===== src/rtl/rrts_pkg.sv =====
// Shared types and constants for the round-robin task pool scheduler.
`timescale 1ns / 1ps

package rrts_pkg;

  localparam int ACTION_W          = 2;
  localparam int CPU_W             = 3;
  localparam int STATUS_W          = 2;
  localparam int DEF_MAX_TASKS     = 32;
  localparam int DEF_NUM_CPUS      = 8;
  localparam int DEF_TASK_ID_WIDTH = 8;

  typedef enum logic [ACTION_W-1:0] {
    ACT_CREATE   = 2'd0,
    ACT_TEARDOWN = 2'd1,
    ACT_SCHEDULE = 2'd2,
    ACT_RELEASE  = 2'd3
  } action_t;

  typedef enum logic [STATUS_W-1:0] {
    ST_OK        = 2'd0,
    ST_FULL      = 2'd1,
    ST_NOT_FOUND = 2'd2,
    ST_IDLE      = 2'd3
  } status_t;

  // controller -> datapath
  typedef struct packed {
    logic    load;
    logic    append;
    logic    mod_start;
    logic    mod_step;
    logic    scan_start;
    logic    scan_run;
    logic    fetch_last;
    logic    claim;
    logic    sched_idle;
    logic    free_own;
    logic    move;
    logic    finish;
    status_t fin_status;
    logic    fin_pick;
  } dp_cmd_t;

  // datapath -> controller
  typedef struct packed {
    action_t act;
    logic    full;
    logic    empty;
    logic    cpu_ok;
    logic    rel_skip;
    logic    mod_last;
    logic    hit;
    logic    exhausted;
  } dp_stat_t;

endpackage


===== src/rtl/rrts_ctrl.sv =====
// Sequencing state machine for the task pool scheduler.
`timescale 1ns / 1ps

module rrts_ctrl (
  input  logic               clk,
  input  logic               rst,
  input  logic               start,
  output logic               busy,
  input  rrts_pkg::dp_stat_t stat,
  output rrts_pkg::dp_cmd_t  cmd
);
  import rrts_pkg::*;

  typedef enum logic [5:0] {
    S_IDLE   = 6'b000001,
    S_DECODE = 6'b000010,
    S_MOD    = 6'b000100,
    S_PREP   = 6'b001000,
    S_SCAN   = 6'b010000,
    S_MOVE   = 6'b100000
  } state_t;

  state_t state;
  state_t state_next;

  always_ff @(posedge clk) begin
    if (rst) begin
      state <= S_IDLE;
    end else begin
      state <= state_next;
    end
  end

  assign busy = (state != S_IDLE);

  always_comb begin
    cmd        = '0;
    state_next = state;
    unique case (state)
      S_IDLE: begin
        if (start) begin
          cmd.load   = 1'b1;
          state_next = S_DECODE;
        end
      end
      S_DECODE: begin
        unique case (stat.act)
          ACT_CREATE: begin
            cmd.finish = 1'b1;
            if (stat.full) begin
              cmd.fin_status = ST_FULL;
            end else begin
              cmd.append     = 1'b1;
              cmd.fin_status = ST_OK;
            end
            state_next = S_IDLE;
          end
          ACT_TEARDOWN: begin
            if (stat.empty) begin
              cmd.finish     = 1'b1;
              cmd.fin_status = ST_NOT_FOUND;
              state_next     = S_IDLE;
            end else begin
              state_next = S_PREP;
            end
          end
          ACT_SCHEDULE: begin
            if (!stat.cpu_ok || stat.empty) begin
              cmd.finish     = 1'b1;
              cmd.fin_status = ST_IDLE;
              state_next     = S_IDLE;
            end else begin
              cmd.mod_start = 1'b1;
              state_next    = S_MOD;
            end
          end
          ACT_RELEASE: begin
            if (stat.rel_skip) begin
              cmd.finish     = 1'b1;
              cmd.fin_status = ST_OK;
              state_next     = S_IDLE;
            end else begin
              state_next = S_PREP;
            end
          end
          default: begin
            state_next = S_IDLE;
          end
        endcase
      end
      S_MOD: begin
        cmd.mod_step = 1'b1;
        if (stat.mod_last) begin
          state_next = S_PREP;
        end
      end
      S_PREP: begin
        cmd.scan_start = 1'b1;
        state_next     = S_SCAN;
      end
      S_SCAN: begin
        if (stat.hit) begin
          unique case (stat.act)
            ACT_SCHEDULE: begin
              cmd.claim      = 1'b1;
              cmd.finish     = 1'b1;
              cmd.fin_status = ST_OK;
              cmd.fin_pick   = 1'b1;
              state_next     = S_IDLE;
            end
            ACT_RELEASE: begin
              cmd.free_own   = 1'b1;
              cmd.finish     = 1'b1;
              cmd.fin_status = ST_OK;
              state_next     = S_IDLE;
            end
            ACT_TEARDOWN: begin
              cmd.fetch_last = 1'b1;
              state_next     = S_MOVE;
            end
            default: begin
              cmd.finish     = 1'b1;
              cmd.fin_status = ST_OK;
              state_next     = S_IDLE;
            end
          endcase
        end else if (stat.exhausted) begin
          cmd.finish = 1'b1;
          state_next = S_IDLE;
          unique case (stat.act)
            ACT_SCHEDULE: begin
              cmd.sched_idle = 1'b1;
              cmd.fin_status = ST_IDLE;
            end
            ACT_TEARDOWN: cmd.fin_status = ST_NOT_FOUND;
            default:      cmd.fin_status = ST_OK;
          endcase
        end else begin
          cmd.scan_run = 1'b1;
        end
      end
      S_MOVE: begin
        // last entry is on the read port now; drop it into the hole
        cmd.move       = 1'b1;
        cmd.finish     = 1'b1;
        cmd.fin_status = ST_OK;
        state_next     = S_IDLE;
      end
      default: begin
        state_next = S_IDLE;
      end
    endcase
  end

`ifndef SYNTHESIS
  a_finish_single: assert property (@(posedge clk) disable iff (rst)
    cmd.finish |=> !cmd.finish)
    else $error("result transfer issued on consecutive cycles");

  a_load_only_idle: assert property (@(posedge clk) disable iff (rst)
    cmd.load |=> (state == S_DECODE))
    else $error("request load did not move to decode");

  a_move_after_fetch: assert property (@(posedge clk) disable iff (rst)
    (state == S_MOVE) |-> $past(cmd.fetch_last))
    else $error("move state entered without fetching last entry");
`endif

endmodule


===== src/rtl/rrts_datapath.sv =====
// Pool memory, per-CPU records, scan engine and start-slot remainder unit.
`timescale 1ns / 1ps

module rrts_datapath #(
  parameter int MAX_TASKS     = rrts_pkg::DEF_MAX_TASKS,
  parameter int NUM_CPUS      = rrts_pkg::DEF_NUM_CPUS,
  parameter int TASK_ID_WIDTH = rrts_pkg::DEF_TASK_ID_WIDTH
) (
  input  logic                          clk,
  input  logic                          rst,
  input  rrts_pkg::dp_cmd_t             cmd,
  output rrts_pkg::dp_stat_t            stat,
  input  logic [rrts_pkg::ACTION_W-1:0] action,
  input  logic [rrts_pkg::CPU_W-1:0]    cpu,
  input  logic [TASK_ID_WIDTH-1:0]      task_id,
  output logic                          done,
  output logic [rrts_pkg::STATUS_W-1:0] status,
  output logic [TASK_ID_WIDTH-1:0]      picked_task
);
  import rrts_pkg::*;

  localparam int AW     = $clog2(MAX_TASKS);
  localparam int CNT_W  = $clog2(MAX_TASKS + 1);
  localparam int BIT_W  = $clog2(CNT_W);
  localparam int CIDX_W = (NUM_CPUS > 1) ? $clog2(NUM_CPUS) : 1;
  localparam int OWN_W  = CPU_W + 1;

  // pool store: id and {owned, owner}
  logic [TASK_ID_WIDTH-1:0] id_mem  [MAX_TASKS];
  logic [OWN_W-1:0]         own_mem [MAX_TASKS];
  logic [TASK_ID_WIDTH-1:0] rd_id;
  logic [OWN_W-1:0]         rd_own;
  logic [AW-1:0]            rd_addr;
  logic                     wr_en;
  logic [AW-1:0]            wr_addr;
  logic [TASK_ID_WIDTH-1:0] wr_id;
  logic [OWN_W-1:0]         wr_own;

  logic [CNT_W-1:0]         count;
  logic [AW-1:0]            last_pick;
  logic [AW-1:0]            last_addr;

  action_t                  act_q;
  logic [CPU_W-1:0]         cpu_q;
  logic [TASK_ID_WIDTH-1:0] id_q;
  logic [CIDX_W-1:0]        cidx;

  logic                     cur_valid  [NUM_CPUS];
  logic [TASK_ID_WIDTH-1:0] cur_id     [NUM_CPUS];
  logic                     prev_valid [NUM_CPUS];
  logic [TASK_ID_WIDTH-1:0] prev_id    [NUM_CPUS];

  logic [CNT_W-1:0]         mod_r;
  logic [BIT_W-1:0]         bit_idx;
  logic [CNT_W-1:0]         num;
  logic [CNT_W:0]           trial;
  logic [CNT_W-1:0]         mod_r_next;

  logic [AW-1:0]            ptr;
  logic [AW-1:0]            ptr_next;
  logic [AW-1:0]            scan_first;
  logic [CNT_W-1:0]         remaining;
  logic                     pend;
  logic [AW-1:0]            pend_addr;
  logic [AW-1:0]            hit_addr;
  logic                     match;
  logic                     rd_owned;
  logic [CPU_W-1:0]         rd_owner;

  status_t                  status_q;
  logic [TASK_ID_WIDTH-1:0] picked_q;

  // ---------------- request latch ----------------
  always_ff @(posedge clk) begin
    if (cmd.load) begin
      act_q <= action_t'(action);
      cpu_q <= cpu;
      id_q  <= task_id;
    end
  end

  assign cidx = CIDX_W'(cpu_q);

  // ---------------- pool memory ----------------
  assign last_addr = AW'(count - CNT_W'(1));
  assign rd_addr   = cmd.fetch_last ? last_addr : ptr;
  assign rd_owned  = rd_own[CPU_W];
  assign rd_owner  = rd_own[CPU_W-1:0];

  always_comb begin
    wr_en   = 1'b0;
    wr_addr = pend_addr;
    wr_id   = rd_id;
    wr_own  = '0;
    if (cmd.append) begin
      wr_en   = 1'b1;
      wr_addr = AW'(count);
      wr_id   = id_q;
    end else if (cmd.claim) begin
      wr_en  = 1'b1;
      wr_own = {1'b1, cpu_q};
    end else if (cmd.free_own) begin
      wr_en = 1'b1;
    end else if (cmd.move) begin
      wr_en   = 1'b1;
      wr_addr = hit_addr;
      wr_own  = rd_own;
    end
  end

  always_ff @(posedge clk) begin
    if (wr_en) begin
      id_mem[wr_addr]  <= wr_id;
      own_mem[wr_addr] <= wr_own;
    end
    rd_id  <= id_mem[rd_addr];
    rd_own <= own_mem[rd_addr];
  end

  // ---------------- count and last pick ----------------
  always_ff @(posedge clk) begin
    if (rst) begin
      count     <= '0;
      last_pick <= '0;
    end else begin
      if (cmd.append) begin
        count <= count + CNT_W'(1);
      end else if (cmd.move) begin
        count <= count - CNT_W'(1);
      end
      if (cmd.claim) begin
        last_pick <= pend_addr;
      end
    end
  end

  // ---------------- per-CPU records ----------------
  always_ff @(posedge clk) begin
    if (rst) begin
      for (int c = 0; c < NUM_CPUS; c++) begin
        cur_valid[c]  <= 1'b0;
        prev_valid[c] <= 1'b0;
      end
    end else if (cmd.claim || cmd.sched_idle) begin
      prev_valid[cidx] <= cur_valid[cidx];
      cur_valid[cidx]  <= cmd.claim;
    end
  end

  always_ff @(posedge clk) begin
    if (cmd.claim || cmd.sched_idle) begin
      prev_id[cidx] <= cur_id[cidx];
      cur_id[cidx]  <= cmd.claim ? rd_id : '0;
    end
  end

  // ---------------- start slot: (last_pick + 1) mod count, a bit a cycle ----
  assign num        = CNT_W'(last_pick) + CNT_W'(1);
  assign trial      = {mod_r, num[bit_idx]};
  assign mod_r_next = (trial >= {1'b0, count}) ? CNT_W'(trial - {1'b0, count})
                                               : trial[CNT_W-1:0];

  always_ff @(posedge clk) begin
    if (cmd.mod_start) begin
      mod_r   <= '0;
      bit_idx <= BIT_W'(CNT_W - 1);
    end else if (cmd.mod_step) begin
      mod_r   <= mod_r_next;
      bit_idx <= bit_idx - BIT_W'(1);
    end
  end

  // ---------------- scan engine: one read issued per cycle ----------------
  assign scan_first = (act_q == ACT_SCHEDULE) ? AW'(mod_r) : '0;
  assign ptr_next   = ((CNT_W'(ptr) + CNT_W'(1)) == count) ? '0 : ptr + AW'(1);

  always_ff @(posedge clk) begin
    if (rst) begin
      pend <= 1'b0;
    end else if (cmd.scan_start) begin
      pend <= 1'b0;
    end else begin
      pend <= cmd.scan_run && (remaining != '0);
    end
  end

  always_ff @(posedge clk) begin
    if (cmd.scan_start) begin
      ptr       <= scan_first;
      remaining <= count;
    end else if (cmd.scan_run && (remaining != '0)) begin
      pend_addr <= ptr;
      ptr       <= ptr_next;
      remaining <= remaining - CNT_W'(1);
    end
    if (cmd.fetch_last) begin
      hit_addr <= pend_addr;
    end
  end

  always_comb begin
    case (act_q)
      ACT_TEARDOWN: match = (rd_id == id_q);
      ACT_SCHEDULE: match = !rd_owned;
      ACT_RELEASE:  match = rd_owned && (rd_owner == cpu_q) && (rd_id == prev_id[cidx]);
      default:      match = 1'b0;
    endcase
  end

  // ---------------- status to controller ----------------
  assign stat.act       = act_q;
  assign stat.full      = (count == CNT_W'(MAX_TASKS));
  assign stat.empty     = (count == '0);
  assign stat.cpu_ok    = (32'(cpu_q) < 32'(NUM_CPUS));
  assign stat.rel_skip  = !stat.cpu_ok || stat.empty || !prev_valid[cidx] ||
                          (cur_valid[cidx] && (cur_id[cidx] == prev_id[cidx]));
  assign stat.mod_last  = (bit_idx == '0);
  assign stat.hit       = pend && match;
  assign stat.exhausted = !pend && (remaining == '0);

  // ---------------- result register ----------------
  always_ff @(posedge clk) begin
    if (rst) begin
      done <= 1'b0;
    end else begin
      done <= cmd.finish;
    end
  end

  always_ff @(posedge clk) begin
    if (cmd.finish) begin
      status_q <= cmd.fin_status;
      picked_q <= cmd.fin_pick ? rd_id : '0;
    end
  end

  assign status      = status_q;
  assign picked_task = picked_q;

`ifndef SYNTHESIS
  a_append_room: assert property (@(posedge clk) disable iff (rst)
    cmd.append |-> (count < CNT_W'(MAX_TASKS)))
    else $error("append into a full pool");

  a_claim_free: assert property (@(posedge clk) disable iff (rst)
    cmd.claim |-> (pend && !rd_owned))
    else $error("claim of an owned or unread entry");

  a_claim_pick: assert property (@(posedge clk) disable iff (rst)
    cmd.claim |=> (last_pick == $past(pend_addr)))
    else $error("last pick not updated by claim");
`endif

endmodule


===== src/rtl/round_robin_task_pool_scheduler_top.sv =====
// Top level of the round-robin task pool scheduler.
`timescale 1ns / 1ps

// A request (action, cpu, task_id) transfers on a rising edge with start high and
// busy low; busy then stays high until the request has been handled. Exactly one
// result per request appears on status and picked_task for a single cycle with
// done high, and it cannot be stalled, so the receiver must take it then. One
// request is in work at a time. Create, a full-pool create, and a teardown, schedule
// or release that needs no search answer straight from the decode state. Teardown
// and release walk the pool through its single read port, one entry per cycle.
// Schedule first forms its start slot with a bit-serial remainder, then walks the
// pool the same way.
module round_robin_task_pool_scheduler_top #(
  parameter int MAX_TASKS     = rrts_pkg::DEF_MAX_TASKS,
  parameter int NUM_CPUS      = rrts_pkg::DEF_NUM_CPUS,
  parameter int TASK_ID_WIDTH = rrts_pkg::DEF_TASK_ID_WIDTH
) (
  input  logic                          clk,
  input  logic                          rst,
  input  logic                          start,
  output logic                          busy,
  input  logic [rrts_pkg::ACTION_W-1:0] action,
  input  logic [rrts_pkg::CPU_W-1:0]    cpu,
  input  logic [TASK_ID_WIDTH-1:0]      task_id,
  output logic                          done,
  output logic [rrts_pkg::STATUS_W-1:0] status,
  output logic [TASK_ID_WIDTH-1:0]      picked_task
);
  import rrts_pkg::*;

  dp_cmd_t  cmd;
  dp_stat_t stat;

  rrts_ctrl u_ctrl (
    .clk   (clk),
    .rst   (rst),
    .start (start),
    .busy  (busy),
    .stat  (stat),
    .cmd   (cmd)
  );

  rrts_datapath #(
    .MAX_TASKS     (MAX_TASKS),
    .NUM_CPUS      (NUM_CPUS),
    .TASK_ID_WIDTH (TASK_ID_WIDTH)
  ) u_datapath (
    .clk         (clk),
    .rst         (rst),
    .cmd         (cmd),
    .stat        (stat),
    .action      (action),
    .cpu         (cpu),
    .task_id     (task_id),
    .done        (done),
    .status      (status),
    .picked_task (picked_task)
  );

endmodule

===== config.mk =====
export PLATFORM = sky130hd
export DESIGN_NAME = round_robin_task_pool_scheduler_top
export DESIGN_NICKNAME = d
export VERILOG_FILES = /design/src/rtl/rrts_pkg.sv /design/src/rtl/rrts_ctrl.sv /design/src/rtl/rrts_datapath.sv /design/src/rtl/round_robin_task_pool_scheduler_top.sv
export SDC_FILE = /design/constraint.sdc
export NUM_CORES = 1
export LEC_CHECK = 0
export ABC_AREA = 1
export BUFFER_PORTS_ARGS = -buffer_cell sky130_fd_sc_hd__buf_2
export CORE_ASPECT_RATIO = 2
export CORE_MARGIN = 10
export CORE_UTILIZATION = 45
export DETAILED_ROUTE_END_ITERATION = 7
export PLACE_DENSITY_LB_ADDON = 0.05
export SETUP_SLACK_MARGIN = 0.05
export SLEW_MARGIN = 20
export SYNTH_ARGS = -nofsm -noshare
export SYNTH_HDL_FRONTEND = slang
export SYNTH_SLANG_ARGS = --single-unit

===== constraint.sdc =====
create_clock -name clk -period 3.3 [get_ports clk]
set_input_delay 0.66 -clock clk [delete_from_list [all_inputs] [get_ports clk]]
set_output_delay 0.66 -clock clk [all_outputs]
set_load 0.005 [all_outputs]

==> flow_metrics.env <==
export IMPL_status="finished clean"
export IMPL_initial_core_util_pct=45.4
export IMPL_yosys_cell_types_count=46
export IMPL_leakagePower_uw=0.0152
export IMPL_final_area_um2=35600
export IMPL_layout_commonest_cell="edfxtp_1"
export IMPL_fp_dieW_um=195
export IMPL_slew_viol_final=0
export IMPL_finClkSkew_ns=0.0132
export IMPL_io_buffers=27
export IMPL_critPathKind="reg -> reg"
export IMPL_avgSynthCellArea_um2=9.96
export IMPL_grt_ovfl_total=0
export IMPL_rsz0062_at_grt="true"
export IMPL_rows=128
export IMPL_detailed_place_hpwl_um=57600
export IMPL_relSlewSlack_pct=25.1
export IMPL_yosys_register_bits=615
export IMPL_dpl_cell_area_um2=31200
export IMPL_insertion_delay_ns=0.62
export IMPL_cts_inserted_buffers=55
export IMPL_worst_slew_pin_slew_ns=1.12
export IMPL_drtPass1Iterations=5
export IMPL_drtIter0Drc=1393
export IMPL_wl_per_cell_um=22.7
export IMPL_cp_arrival_ns=3.81
export IMPL_ctsHoldBuffers=0
export IMPL_clk_pin_slew_ns=0.07
export IMPL_postRouteAntennaNets=0
export IMPL_netlist_instances=2781
export IMPL_die_y_um=371
export IMPL_area_growth_pct=28.6
export IMPL_num_antenna_cells=0
export IMPL_fin_crit_ns=3.30
export IMPL_grt_max_degree=41
export IMPL_combPwrFrac_pct=6.6
export IMPL_htreeDepth=2
export IMPL_required_ns=3.81
export IMPL_syn_nets=2816
export IMPL_p_switching_uw=3590
export IMPL_clk_path_buf_depth=3
export IMPL_vias=20800
export IMPL_grt_pass1_vias=20900
export IMPL_fin_nets=3135
export IMPL_async_flop_share_pct=0
export IMPL_power_density_nw_per_um2=453
export IMPL_track_usage_pct=23.5
export IMPL_ioPinCount=28
export IMPL_die_area_um2=72500
export IMPL_viasPerCell=5.29
export IMPL_fillers=5125
export IMPL_antenna_found_initial=5
export IMPL_cap_violations=0
export IMPL_setup_viol=0
export IMPL_cp_end_kind="flip-flop"
export IMPL_core_um2=61000
export IMPL_cts_root_buf="clkbuf_16"
export IMPL_hold_viol=0
export IMPL_start_kind="flip-flop"
export IMPL_fin_crit_sh_pct=99.9
export IMPL_hold_ws_ns=0.227
export IMPL_clock_sinks=615
export IMPL_grt_pass1_wl_um=128000
export IMPL_p_sw_share_pct=22.2
export IMPL_synth_seq_area_share_pct=65.1
export IMPL_finalPower_uw=16100
export IMPL_p_clk_share_pct=40.6
export IMPL_final_cell_mix="edfxtp_1 (572), nand2_1 (552), inv_1 (498), nand3_1 (372), buf_4 (229)"
export IMPL_seq_power_share_pct=52.8
export IMPL_fmax_mhz=303
export IMPL_post_route_cells_drive_above_1_share_pct=22.8
export IMPL_synth_cell_area_um2=27700
export IMPL_worstPathMaxFanout=16
export IMPL_drc=0
export IMPL_synth_main_ff_cell="edfxtp_1"
export IMPL_yosys_warnings=0
export IMPL_hold_class="in -> reg"
export IMPL_synth_edf_count=572
export IMPL_rrSetupSlack_ns=0.003
export IMPL_drt_total_wl_um=89000
export IMPL_gp_congestion=0.872
export IMPL_vdd_ir_drop_max_uv=398
export IMPL_p_int_uw=12600
export IMPL_cts_tree="done"
## power groups by stage
stage                     Clock, µW  Sequential, µW  Combinational [µW]
after floorplan                   0            8680                 466
after global placement            0            8680                 839
after detailed placement          0            8680                 850
after CTS                      6670            8520                1050
after global routing           6940            8520                1160
final                          6550            8520                1070
## path summary, 6_finish.rpt
kind	end	start	depth (start not counted)
setup / recovery	u_datapath.rd_own[0]$_DFF_P_	flip-flop	25
hold / removal	u_datapath.id_q[3]$_DFFE_PP_	task_id[3]	1
setup reg to reg	u_datapath.rd_own[0]$_DFF_P_	flip-flop	25
hold reg to reg	u_datapath.last_pick[1]$_SDFFE_PP0P_	u_datapath.last_pick[1]$_SDFFE_PP0P_	2
## Yosys cell counts (2+ instances only)
cell,count,area [µm²]
nand2_1,586,2200
edfxtp_1,572,17200
inv_1,502,1880
nand3_1,489,2450
nor2_1,178,668
o21ai_0,97,485
clkbuf_1,53,199
dfxtp_1,43,861
buf_2,41,205
a21oi_1,34,170
buf_4,21,158
o22ai_1,21,131
ha_1,18,225
nor3_1,13,65.1
o21ai_1,12,60.1
xor2_1,11,96.3
xnor2_1,9,78.8
buf_1,8,30.0
a221oi_1,6,52.6
a31oi_1,6,37.5
inv_2,6,22.5
clkinv_1,5,18.8
nand2_2,5,31.3
nand4_1,5,31.3
or2_2,5,31.3
buf_6,3,33.8
nor4_1,3,18.8
o211ai_1,3,22.5
o21ai_2,3,26.3
o221ai_1,3,26.3
o31ai_1,3,22.5
nand4_2,2,25.0
o2111ai_1,2,17.5
## registers in the layout, indices dropped and copies added (netlist names), 2 cells and up, named ones only
signal	flops
u_ctrl.state	6
u_datapath.act_q	2
u_datapath.bit_idx	3
u_datapath.cidx	3
u_datapath.count	6
u_datapath.cur_id	64
u_datapath.cur_valid	8
u_datapath.hit_addr	5
u_datapath.id_mem	256
u_datapath.id_q	8
u_datapath.last_pick	5
u_datapath.mod_r	6
u_datapath.own_mem	128
u_datapath.pend_addr	5
u_datapath.picked_task	8
u_datapath.prev_id	64
u_datapath.prev_valid	8
u_datapath.ptr	5
u_datapath.rd_id	8
u_datapath.rd_own	4
u_datapath.remaining	6
u_datapath.status	2
## critical path, stage by stage (launching register included)
cell	delay, ns
dfxtp_4	0.44
clkinv_8	0.11
buf_16	0.16
nand2_1	0.05
nand2_1	0.05
nand2_1	0.07
nand3_2	0.10
nand2_2	0.10
nand2_1	0.06
nand2_2	0.10
nand2_2	0.08
nor2_4	0.13
nand3_4	0.11
a21oi_4	0.28
nand4_4	0.19
nand2_8	0.14
buf_12	0.11
buf_16	0.12
buf_12	0.14
nand2_1	0.06
nand3_1	0.10
nand3_2	0.12
nand3_4	0.13
nand2_1	0.07
nand2_1	0.08
nand2_2	0.07
## cell type report
| cell class | count | area, µm² | area share (%) |
|---|---|---|---|
| Multi-Input combinational cell | 1526 | 8430 | 23.7 |
| Timing Repair Buffer | 388 | 4440 | 12.4 |
| Inverter | 514 | 1950 | 5.47 |
| Tap cell | 780 | 976 | 2.74 |
| Sequential cell | 615 | 18000 | 50.6 |
| Clock inverter | 33 | 302 | 0.846 |
| Clock buffer | 69 | 1500 | 4.21 |
## routing by layer
layer,up-vias,global-route usage [%],routed length (µm)
li1,9836,-,-
met1,10100,23.8,30300
met2,605,44.6,48900
met3,230,2.69,3790
met4,0,14.2,6010
met5,-,0,0
## logic make-up after synthesis
family | synth area share, %
buf+inv | 9.23
compound gates | 4.04
flops | 65.1
xor+xnor | 0.632
fa+ha+maj | 0.885
simple gates | 20.1
## through the flow
step	worst slack (ns)	TNS (ns)	util, %	instances
2_1_floorplan	-0.0706	-8.49	-	2781
3_5_place_dp	-0.601	-111.50	51.1	3731
4_1_cts	0.0519	0	56.7	3893
6_report	0.00256	0	58.4	3925
5_1_grt	-0.152	-3.54	58.4	3925
3_3_place_gp	-0.635	-100.49	51.0	3731
## timing repair
item                                    in CTS  in global routing
endpoints found under the hold margin        0                  0
cloned                                      17                 14
gates resized for setup                    173                160
endpoints found under the setup margin     588                569
pin swaps                                   42                 56
setup buffers                               45                 19
Power figures use the tool's default switching activity.
